## config.mk

```make
export PLATFORM = sky130hd
export DESIGN_NAME = piecewise_linear_cal_table
export DESIGN_NICKNAME = d
export VERILOG_FILES = /design/src/rtl/pwl_cal_pkg.sv /design/src/rtl/pwl_cal_ctrl.sv /design/src/rtl/pwl_cal_dp.sv /design/src/rtl/piecewise_linear_cal_table.sv
export SDC_FILE = /design/constraint.sdc
export NUM_CORES = 2
export LEC_CHECK = 0
export ABC_AREA = 1
export BUFFER_PORTS_ARGS = -buffer_cell sky130_fd_sc_hd__buf_2
export CAP_MARGIN = 20
export CORE_ASPECT_RATIO = 1.2
export CORE_MARGIN = 2
export CORE_UTILIZATION = 64
export CTS_CLUSTER_DIAMETER = 100
export DETAILED_ROUTE_END_ITERATION = 7
export GPL_ROUTABILITY_DRIVEN = 0
export PLACE_DENSITY = 0.81
export SYNTH_ARGS = -nofsm -noshare
export SYNTH_HDL_FRONTEND = slang
export SYNTH_SLANG_ARGS = --single-unit
```

## constraint.sdc

```tcl
create_clock -name clk -period 7.3 [get_ports clk]
set_input_delay 1.095 -clock clk [delete_from_list [all_inputs] [get_ports clk]]
set_output_delay 1.095 -clock clk [all_outputs]
set_load 0.01 [all_outputs]
```

## src/rtl/pwl_cal_pkg.sv

```systemverilog
// Package for the piecewise-linear calibration table.
// Item types, sizes, controller states and command/status groups.
// No dependencies.
`timescale 1ns / 1ps

package pwl_cal_pkg;

	localparam int MAX_POINTS = 16;
	localparam int IDX_W      = $clog2(MAX_POINTS);
	localparam int CFG_W      = 5;
	localparam int DIV_STEPS  = 32;
	localparam int CNT_W      = $clog2(DIV_STEPS);

	localparam logic REQ_WRITE  = 1'b0;
	localparam logic REQ_LOOKUP = 1'b1;

	typedef struct packed {
		logic              req_type;
		logic [3:0]        point_index;
		logic signed [15:0] point_x;
		logic signed [15:0] point_y;
		logic signed [15:0] query_x;
	} in_item_t;

	typedef struct packed {
		logic signed [15:0] y_value;
		logic [3:0]         bin_index;
		logic               clamped;
	} out_item_t;

	typedef enum logic [3:0] {
		ST_IDLE,
		ST_FETCH,
		ST_CHK_LO,
		ST_CHK_HI,
		ST_SCAN,
		ST_MUL,
		ST_SIGN,
		ST_DIV,
		ST_FIX,
		ST_PUT
	} state_t;

	typedef enum logic [1:0] {
		RD_ZERO,
		RD_LAST,
		RD_ONE,
		RD_NEXT
	} rd_sel_t;

	typedef struct packed {
		logic    wr_point;
		logic    take_query;
		rd_sel_t rd_sel;
		logic    save_first;
		logic    clamp_lo;
		logic    clamp_hi;
		logic    scan_next;
		logic    load_ops;
		logic    mul;
		logic    sign;
		logic    div_step;
		logic    fix;
		logic    push;
	} cmd_t;

	typedef struct packed {
		logic lo_hit;
		logic hi_hit;
		logic bin_hit;
		logic bin_end;
		logic den_zero;
		logic div_last;
		logic slot_free;
	} sts_t;

endpackage

```

## src/rtl/pwl_cal_ctrl.sv

```systemverilog
// Sequencer for the calibration table: write, clamp checks, bin scan, divide.
// Depends on pwl_cal_pkg.
`timescale 1ns / 1ps

module pwl_cal_ctrl (
	input  logic               clk,
	input  logic               arst_n,
	input  logic               in_valid,
	input  logic               req_lookup,
	output logic               in_ready,
	input  pwl_cal_pkg::sts_t  sts,
	output pwl_cal_pkg::cmd_t  cmd
);
	import pwl_cal_pkg::*;

	state_t state_q;
	state_t state_d;

	always_ff @(posedge clk or negedge arst_n) begin
		if (!arst_n) begin
			state_q <= ST_IDLE;
		end else begin
			state_q <= state_d;
		end
	end

	always_comb begin
		state_d = state_q;
		case (state_q)
			ST_IDLE: begin
				if (in_valid && req_lookup) state_d = ST_FETCH;
			end
			ST_FETCH:  state_d = ST_CHK_LO;
			ST_CHK_LO: state_d = sts.lo_hit ? ST_PUT : ST_CHK_HI;
			ST_CHK_HI: state_d = sts.hi_hit ? ST_PUT : ST_SCAN;
			ST_SCAN: begin
				if (sts.bin_hit || sts.bin_end) state_d = ST_MUL;
			end
			ST_MUL:  state_d = ST_SIGN;
			ST_SIGN: state_d = sts.den_zero ? ST_FIX : ST_DIV;
			ST_DIV: begin
				if (sts.div_last) state_d = ST_FIX;
			end
			ST_FIX: state_d = ST_PUT;
			ST_PUT: begin
				if (sts.slot_free) state_d = ST_IDLE;
			end
			default: state_d = ST_IDLE;
		endcase
	end

	always_comb begin
		cmd      = '0;
		cmd.rd_sel = RD_ZERO;
		in_ready = 1'b0;
		case (state_q)
			ST_IDLE: begin
				in_ready       = 1'b1;
				cmd.wr_point   = in_valid && !req_lookup;
				cmd.take_query = in_valid && req_lookup;
			end
			ST_FETCH: cmd.rd_sel = RD_ZERO;
			ST_CHK_LO: begin
				cmd.rd_sel     = RD_LAST;
				cmd.save_first = 1'b1;
				cmd.clamp_lo   = sts.lo_hit;
			end
			ST_CHK_HI: begin
				cmd.rd_sel   = RD_ONE;
				cmd.clamp_hi = sts.hi_hit;
			end
			ST_SCAN: begin
				cmd.rd_sel    = RD_NEXT;
				cmd.load_ops  = sts.bin_hit || sts.bin_end;
				cmd.scan_next = !(sts.bin_hit || sts.bin_end);
			end
			ST_MUL:  cmd.mul = 1'b1;
			ST_SIGN: cmd.sign = 1'b1;
			ST_DIV:  cmd.div_step = 1'b1;
			ST_FIX:  cmd.fix = 1'b1;
			ST_PUT:  cmd.push = sts.slot_free;
			default: cmd = '0;
		endcase
	end

	a_lookup_starts: assert property (@(posedge clk) disable iff (!arst_n)
		(in_valid && in_ready && req_lookup) |=> state_q == ST_FETCH)
		else $error("accepted lookup did not start the sequence");

	a_div_exit: assert property (@(posedge clk) disable iff (!arst_n)
		(state_q == ST_DIV && !sts.div_last) |=> state_q == ST_DIV)
		else $error("divide left early");

	a_put_wait: assert property (@(posedge clk) disable iff (!arst_n)
		(state_q == ST_PUT && !sts.slot_free) |=> state_q == ST_PUT)
		else $error("result dropped while output slot busy");

endmodule

```

## src/rtl/pwl_cal_dp.sv

```systemverilog
// Datapath: point stores, bin scan registers, multiplier, restoring divider,
// result and output registers. Depends on pwl_cal_pkg.
`timescale 1ns / 1ps

module pwl_cal_dp (
	input  logic                   clk,
	input  logic                   arst_n,
	input  logic                   cfg_we,
	input  logic [4:0]             cfg_wdata,
	input  pwl_cal_pkg::in_item_t  in_data,
	input  pwl_cal_pkg::cmd_t      cmd,
	output pwl_cal_pkg::sts_t      sts,
	output logic                   out_valid,
	input  logic                   out_ready,
	output pwl_cal_pkg::out_item_t out_data
);
	import pwl_cal_pkg::*;

	logic signed [15:0] x_mem [MAX_POINTS];
	logic signed [15:0] y_mem [MAX_POINTS];

	logic [IDX_W-1:0]   last_q;
	logic signed [15:0] qx_q;
	logic [IDX_W-1:0]   rd_addr;
	logic signed [15:0] rd_x_q;
	logic signed [15:0] rd_y_q;
	logic signed [15:0] prev_x_q;
	logic signed [15:0] prev_y_q;
	logic [IDX_W-1:0]   idx_q;
	logic signed [16:0] dx_q;
	logic signed [16:0] dy_q;
	logic signed [16:0] den_q;
	logic signed [15:0] y0_q;
	logic signed [33:0] prod_q;
	logic [31:0]        quo_q;
	logic [15:0]        rem_q;
	logic [15:0]        dvs_q;
	logic               neg_q;
	logic [CNT_W-1:0]   cnt_q;
	out_item_t          res_q;
	out_item_t          out_q;
	logic               out_valid_q;

	logic [16:0]        div_trial;
	logic               div_ge;
	logic signed [33:0] q_signed;
	logic signed [34:0] sum;
	logic signed [15:0] sum_sat;

	// point count register, kept as index of the last point in use
	always_ff @(posedge clk or negedge arst_n) begin
		if (!arst_n) begin
			last_q <= IDX_W'(1);
		end else if (cfg_we) begin
			if (cfg_wdata < CFG_W'(2)) begin
				last_q <= IDX_W'(1);
			end else if (cfg_wdata > CFG_W'(MAX_POINTS)) begin
				last_q <= IDX_W'(MAX_POINTS - 1);
			end else begin
				last_q <= IDX_W'(cfg_wdata - CFG_W'(1));
			end
		end
	end

	always_comb begin
		case (cmd.rd_sel)
			RD_ZERO: rd_addr = '0;
			RD_LAST: rd_addr = last_q;
			RD_ONE:  rd_addr = IDX_W'(1);
			RD_NEXT: rd_addr = idx_q + IDX_W'(2);
			default: rd_addr = '0;
		endcase
	end

	always_ff @(posedge clk) begin
		if (cmd.wr_point && (int'(in_data.point_index) < MAX_POINTS)) begin
			x_mem[IDX_W'(in_data.point_index)] <= in_data.point_x;
			y_mem[IDX_W'(in_data.point_index)] <= in_data.point_y;
		end
		rd_x_q <= x_mem[rd_addr];
		rd_y_q <= y_mem[rd_addr];
	end

	assign div_trial = {rem_q, quo_q[31]};
	assign div_ge    = div_trial >= {1'b0, dvs_q};

	always_ff @(posedge clk) begin
		if (cmd.take_query) qx_q <= in_data.query_x;
		if (cmd.save_first || cmd.scan_next) begin
			prev_x_q <= rd_x_q;
			prev_y_q <= rd_y_q;
		end
		if (cmd.load_ops) begin
			dx_q  <= {qx_q[15], qx_q} - {prev_x_q[15], prev_x_q};
			dy_q  <= {rd_y_q[15], rd_y_q} - {prev_y_q[15], prev_y_q};
			den_q <= {rd_x_q[15], rd_x_q} - {prev_x_q[15], prev_x_q};
			y0_q  <= prev_y_q;
		end
		if (cmd.mul) prod_q <= dx_q * dy_q;
		if (cmd.sign) begin
			quo_q <= prod_q[33] ? 32'(-prod_q) : prod_q[31:0];
			dvs_q <= den_q[16] ? 16'(-den_q) : den_q[15:0];
			neg_q <= prod_q[33] ^ den_q[16];
			rem_q <= '0;
		end else if (cmd.div_step) begin
			rem_q <= div_ge ? 16'(div_trial - {1'b0, dvs_q}) : div_trial[15:0];
			quo_q <= {quo_q[30:0], div_ge};
		end
	end

	always_ff @(posedge clk or negedge arst_n) begin
		if (!arst_n) begin
			idx_q <= '0;
			cnt_q <= '0;
		end else begin
			if (cmd.save_first) begin
				idx_q <= '0;
			end else if (cmd.scan_next) begin
				idx_q <= idx_q + IDX_W'(1);
			end
			if (cmd.sign) begin
				cnt_q <= '0;
			end else if (cmd.div_step) begin
				cnt_q <= cnt_q + CNT_W'(1);
			end
		end
	end

	assign q_signed = (den_q == '0) ? '0 :
		(neg_q ? -$signed({2'b00, quo_q}) : $signed({2'b00, quo_q}));
	assign sum = {{19{y0_q[15]}}, y0_q} + {q_signed[33], q_signed};

	always_comb begin
		if (sum > 35'sd32767) begin
			sum_sat = 16'sh7fff;
		end else if (sum < -35'sd32768) begin
			sum_sat = 16'sh8000;
		end else begin
			sum_sat = sum[15:0];
		end
	end

	always_ff @(posedge clk) begin
		if (cmd.clamp_lo) begin
			res_q.y_value   <= rd_y_q;
			res_q.bin_index <= '0;
			res_q.clamped   <= 1'b1;
		end else if (cmd.clamp_hi) begin
			res_q.y_value   <= rd_y_q;
			res_q.bin_index <= 4'(last_q);
			res_q.clamped   <= 1'b1;
		end else if (cmd.fix) begin
			res_q.y_value   <= sum_sat;
			res_q.bin_index <= 4'(idx_q);
			res_q.clamped   <= 1'b0;
		end
		if (cmd.push) out_q <= res_q;
	end

	always_ff @(posedge clk or negedge arst_n) begin
		if (!arst_n) begin
			out_valid_q <= 1'b0;
		end else if (cmd.push) begin
			out_valid_q <= 1'b1;
		end else if (out_ready) begin
			out_valid_q <= 1'b0;
		end
	end

	assign sts.lo_hit    = qx_q <= rd_x_q;
	assign sts.hi_hit    = qx_q >= rd_x_q;
	assign sts.bin_hit   = (qx_q >= prev_x_q) && (qx_q <= rd_x_q);
	assign sts.bin_end   = idx_q == (last_q - IDX_W'(1));
	assign sts.den_zero  = den_q == '0;
	assign sts.div_last  = cnt_q == CNT_W'(DIV_STEPS - 1);
	assign sts.slot_free = !out_valid_q || out_ready;

	assign out_valid = out_valid_q;
	assign out_data  = out_q;

	a_push_free: assert property (@(posedge clk) disable iff (!arst_n)
		cmd.push |-> (!out_valid_q || out_ready))
		else $error("result pushed over an unread transfer");

	a_scan_bound: assert property (@(posedge clk) disable iff (!arst_n)
		cmd.scan_next |-> (idx_q < last_q - IDX_W'(1)))
		else $error("bin scan ran past the last point");

	a_clamp_hi_bin: assert property (@(posedge clk) disable iff (!arst_n)
		cmd.clamp_hi |=> (res_q.bin_index == 4'($past(last_q)) && res_q.clamped))
		else $error("high clamp result has wrong bin");

endmodule

```

## src/rtl/piecewise_linear_cal_table.sv

```systemverilog
// Piecewise-linear calibration table, top level: controller plus datapath.
// Point write: taken while idle. Clamped lookup: result from the end point, no scan or divide.
// Interpolated lookup: scans 1..points-1 bins, one store read per cycle, then multiplies
// and runs the one-bit-per-cycle divider (skipped for zero-width bins).
// One item at a time; a new item is taken while a result waits. Async active-low reset
// clears control; point stores are undefined until written and are not cleared.
`timescale 1ns / 1ps

module piecewise_linear_cal_table (
	input  logic                   clk,
	input  logic                   arst_n,
	input  logic                   cfg_we,
	input  logic [4:0]             cfg_wdata,
	input  logic                   in_valid,
	output logic                   in_ready,
	input  pwl_cal_pkg::in_item_t  in_data,
	output logic                   out_valid,
	input  logic                   out_ready,
	output pwl_cal_pkg::out_item_t out_data
);
	import pwl_cal_pkg::*;

	cmd_t cmd;
	sts_t sts;

	pwl_cal_ctrl u_ctrl (
		.clk        (clk),
		.arst_n     (arst_n),
		.in_valid   (in_valid),
		.req_lookup (in_data.req_type == REQ_LOOKUP),
		.in_ready   (in_ready),
		.sts        (sts),
		.cmd        (cmd)
	);

	pwl_cal_dp u_dp (
		.clk       (clk),
		.arst_n    (arst_n),
		.cfg_we    (cfg_we),
		.cfg_wdata (cfg_wdata),
		.in_data   (in_data),
		.cmd       (cmd),
		.sts       (sts),
		.out_valid (out_valid),
		.out_ready (out_ready),
		.out_data  (out_data)
	);

endmodule

```

* Word level (Yosys, flattened, before mapping)
Memory sizes are Yosys's and may differ from the RTL's. A register that Yosys moved wholly into a read port is not among the register bits. Cells that the tools add are included. W data, S select, Z words.
Storage, ports and cells: logic and storage cells 127, register bits 274, memories kept 2, RAM bits 512, output and inout port bits 23, input port bits 63
Operators by class: reductions and logical operators 19, bitwise logic cells 1, order comparisons 8, mux-type cells 42, $add $sub $neg 13, $mul 1, equality and inequality tests 18
Memory list:
- u_dp.x_mem | words 16, width 16, rd ports 1, clocked after Yosys merged registers in 1, wr ports 1, line pwl_cal_dp.sv:19 | logic signed [15:0] x_mem [MAX_POINTS];
- u_dp.y_mem | words 16, width 16, rd ports 1, clocked after Yosys merged registers in 1, wr ports 1, line pwl_cal_dp.sv:20 | logic signed [15:0] y_mem [MAX_POINTS];
Operators with widths (count):
- $mux W32 | 3
- $mux W34 | 2
- $mux W16 | 4
- $mux W21 | 3
- $sub A16 B16 Y17 | 3
- $mux W4 | 11
- $pmux W4 S10 | 1
- $add A16 B34 Y35 | 1
- $gt A35 B16 Y1 const B | 1
- $lt A35 B16 Y1 const B | 1
- $mul A17 B17 Y34 | 1
- $neg A32 Y34 | 1
- $ge A16 B16 Y1 | 2
- $neg A32 Y32 | 1
- $ge A17 B16 Y1 | 1
- $logic_not A17 Y1 | 1
- $eq A4 B3 Y1 const B | 4
- $le A16 B16 Y1 | 1
- $neg A16 Y16 | 1
- $pmux W4 S4 | 1
- $sub A16 B16 Y16 | 1
- $mux W1 | 11
- $mux W5 | 2
- $eq A4 B2 Y1 const B | 2
- other kinds (26) | 42

* Depth between registers and ports, before layout
depth in word-level cells 10, depth in mapped cells 33, gate-level depth less buffers 31

* Modules after synthesis
A second synthesis with hierarchy kept.
Unflattened totals: cell total of the unflattened synthesis 5042, area total of the unflattened synthesis 49483.7 sq um
By module, submodules not included:
- pwl_cal_dp | cells each 4959, area each 49044.5 sq um, sequential area each 23814.1 sq um, times used 1
- pwl_cal_ctrl | cells each 83, area each 439.2 sq um, sequential area each 100.1 sq um, times used 1

* Least setup slack after synthesis
OpenSTA, ideal clock, no wires.
kind register -> register, from register u_dp.dx_q[16], to register u_dp.prod_q[30] (data pin), stages on the path, launching flop included 21, setup slack 1.399 ns, setup time 0.276 ns, arrival time 5.625 ns, buffers on the path 2, cell sequence edfxtp_1 -> clkbuf_1 -> clkbuf_1 -> nand2_1 -> inv_1 -> fa_1 -> fa_1 -> inv_1 -> fa_1 -> fa_1 -> inv_1 -> fa_1 -> fa_1 -> ha_1 -> nand2_1 -> nor4_1 -> nand3_1 -> nand3_1 -> nand2_1 -> o311ai_0 -> xor2_1
On the way: longest elaborated chain between the ends 1
Ends and longest elaborated chain:
- start, declared | line pwl_cal_dp.sv:30 | logic signed [16:0] dx_q;
- start signal, assigned | line pwl_cal_dp.sv:94 | dx_q <= {qx_q[15], qx_q} - {prev_x_q[15], prev_x_q};
- $mul A17 B17 Y34 | line pwl_cal_dp.sv:99 | if (cmd.mul) prod_q <= dx_q * dy_q;
- end signal, assigned | line pwl_cal_dp.sv:99
- end, declared | line pwl_cal_dp.sv:34 | logic signed [33:0] prod_q;
No other way between the ends. A chain may end at the register's enable or synchronous reset.

* Worst setup path after layout
from register u_dp.dx_q[10], to register u_dp.prod_q[33] (data pin)
The elaborated chain is that of the path after synthesis.

==> reports/metrics.csv <==
metric;value;unit
syn nets;5366;
Critical Path RT;7.65;ns
clk_skew;0.0518;ns
CTS tree;done;
global-route wire length before repair;189000;um
CP startpoint kind;flop;
cell accounting for the most synthesized area;edfxtp_1;
Post-Layout Cell Count;5905;
hpwl dp;82000;um
Post-DRT Antenna Nets;0;
initial drt markers;3506;
actual slew at the worst max-slew pin;1.28;ns
Comb power frac;59.7;%
Slew Viols, Final;0;
sequential cell area fraction in the yosys report;48.5;%
drt pass-1 iters;6;
routed vias/inst;5.95;
CTS buffer count;82;
Mean Syn Cell Area;10.3;um2
LEAKAGE;22.5;nW
Final Instance Area;0.0535;mm2
clk_lat worst skew;0.66;ns
Nets;5390;
CTS Sinks;817;
Placed Cells incl. Taps;5750;
reg2reg end;u_dp.prod_q[33];
switch share;46.0;%
launch point of the worst path;u_dp.dx_q[10];
Cell Area, Synth;0.0493;mm2
reg2reg path depth;22;
share of cells above drive strength 1;7.33;%
Tcrit/Tclk final;89.3;%
Congestion Overflow GR;0;
Synth cell types;64;
routed via count;35100;
Seq pwr share;24.8;%
cell internal pwr;15.1;mW
main area contributors after synthesis;edfxtp_1 (45%), fa_1 (12%), nand2_1 (6.4%), inv_1 (5.5%), ha_1 (5.3%);
crit path time final;6.52;ns
Max transition margin;14.6;%
H-tree depth;3;
Area Growth Syn to Fin;8.63;%
clk buf depth;3;
residual DRC count;0;
Die Height;308;um
CORE AREA;0.0762;mm2
Synth Register Bits;817;
critical path type;reg -> reg;
setup repair bufs after CTS;0;
drt total wl;120000;um
RSZ-0062 raised after global routing;false;
top_reg_cell synth;edfxtp_1;
post-cts sizing count;0;
CP Capture Type;flop;
EDFF count, synth;746;
Hold Buf Count CTS;0;
reg2reg start;u_dp.dx_q[10];
total track usage;30.9;%
Yosys top cell area share;45.5;%
flop2flop setup slack;0.78;ns
Cell Area, Placed;0.0507;mm2
final setup fails;0;
fraction of registers with async set/reset;2.20;%
worst hold path class;in -> async;
largest fanout on the critical path;17;
crit path DAT;6.87;ns
Pwr per Cell Area;521;mW/mm2
Tot Pwr;27.9;mW
IO Port Bufs;85;
Starting Density;64.6;%
io pins;86;
Die Wd;257;um
Max-Cap Viols;0;
Setup TNS Final;0;ns
CTS Root Cell;clkbuf_16;
cells after synthesis;4793;
Final Hold Vio Count;0;
maximum vdd drop;0.00114;V
maximum clock frequency;153;MHz
initial antenna violation count;6;
Net Switching;12.8;mW
vias in the first global route;35700;
Rows;111;
Clock Pin Slew Worst Setup and Hold Paths;0.06;ns
Routed WL per cell;20.3;um
crit path capture;u_dp.prod_q[33];
die area;0.0792;mm2
yosys warns;0;
clock share of power;15.5;%
largest net degree at the start of global routing;257;
status;completed;
==> critical path, stage by stage (launching register included) <==
cell	delay, ns
edfxtp_1	0.85
nand2_1	0.20
fa_1	0.58
inv_1	0.05
fa_1	0.47
inv_1	0.05
fa_1	0.50
inv_1	0.05
fa_1	0.47
inv_1	0.05
fa_1	0.53
inv_1	0.06
fa_1	0.47
ha_1	0.38
nand2_1	0.14
nor4_1	0.34
a21oi_1	0.16
o21bai_1	0.37
nand3_1	0.13
nand2_1	0.12
nand2_1	0.06
nand3_1	0.08
xor2_1	0.08
==> registers in the layout (all words and copies together), names as in the netlist, 17 cells and up <==
register       cells
u_dp.y_mem       256
u_dp.dx_q         17
u_dp.quo_q        32
u_dp.prod_q       33
u_dp.dy_q         17
u_dp.res_q        21
u_dp.out_data     21
u_dp.den_q        17
u_dp.x_mem       256
==> logic make-up after synthesis <==
| family | count (synthesis) | share of synthesized area (%) |
|---|---|---|
| buf+inv | 922 | 7.21 |
| compound gates | 737 | 9.27 |
| flops | 817 | 48.5 |
| fa+ha+maj | 510 | 17.5 |
| xor+xnor | 166 | 2.95 |
| simple gates | 1577 | 13.2 |
| mux | 64 | 1.30 |
==> layout make-up <==
type	instances	area [um2]
flip-flops and latches	817	23900
repair buffers	130	788
fillers	5317	22700
inverters	732	2760
multi-input cells	3054	22000
well taps	1017	1270
diodes	4	10.0
clock inverters	49	602
clock buffers	102	2210
==> worst min-delay path by stage <==
stage	endpoint	slack, ns	depth (start not counted)
floorplan	u_dp.out_data[10]	0.40	0
CTS	u_dp.idx_q[1]	0.37	1
finish	u_dp.idx_q[1]	0.38	1
global route	u_dp.idx_q[1]	0.39	1
global placement	u_dp.out_data[13]	0.40	0
detailed placement	u_dp.out_data[18]	0.40	0
==> layer usage <==
layer / part of all wire [%] / global-route usage, %
met5: 0.042 / 0
met3: 7.4 / 4.79
met4: 6.6 / 19.4
met2: 50 / 52.7
met1: 36 / 36.9
==> cell usage after synthesis, types with 35 or more instances <==
master and n:
o21ai_0 245, o32ai_1 64, nor3_1 42, o211ai_1 71, o221ai_1 67, nand2_1 840, xnor2_1 64, dfxtp_1 53
nor2_1 474, nand3_1 104, fa_1 301, buf_2 35, mux2i_1 64, a21oi_1 183, ha_1 209, xor2_1 102
inv_1 716, clkbuf_1 139, edfxtp_1 746
==> cell usage in the layout (no fill, tap or decap), types with 19 or more instances in the layout <==
master,instances
a21oi_1,182
buf_2,85
buf_4,43
clkbuf_16,84
dfxtp_1,53
edfxtp_1,746
fa_1,301
ha_1,209
inv_1,715
mux2i_1,64
nand2_1,840
nand3_1,104
nand4_1,27
nor2_1,457
nor2_4,19
nor3_1,40
o211ai_1,71
o21ai_0,245
o21ai_1,34
o221ai_1,67
o32ai_1,64
or2_2,21
xnor2_1,64
xor2_1,102
==> power groups by stage <==
stage / combinational (mW) / sequential, mW / clock (mW)
3_3_place_gp: 15.8 / 6.96 / 0
2_1_floorplan: 12.1 / 6.77 / 0
6_report: 16.6 / 6.90 / 4.33
5_1_grt: 18.6 / 6.94 / 4.54
3_5_place_dp: 16.2 / 6.98 / 0
4_1_cts: 16.4 / 6.89 / 4.36
==> stage by stage <==
step	worst slack, ns	hold slack, ns	utilization (%)
6_report	0.781	0.378	70.2
5_1_grt	0.464	0.391	70.2
4_1_cts	0.908	0.371	70.2
3_5_place_dp	0.939	0.405	66.5
3_3_place_gp	1.12	0.405	66.5
2_1_floorplan	1.40	0.400	-
(Power assumes the default switching activity.)
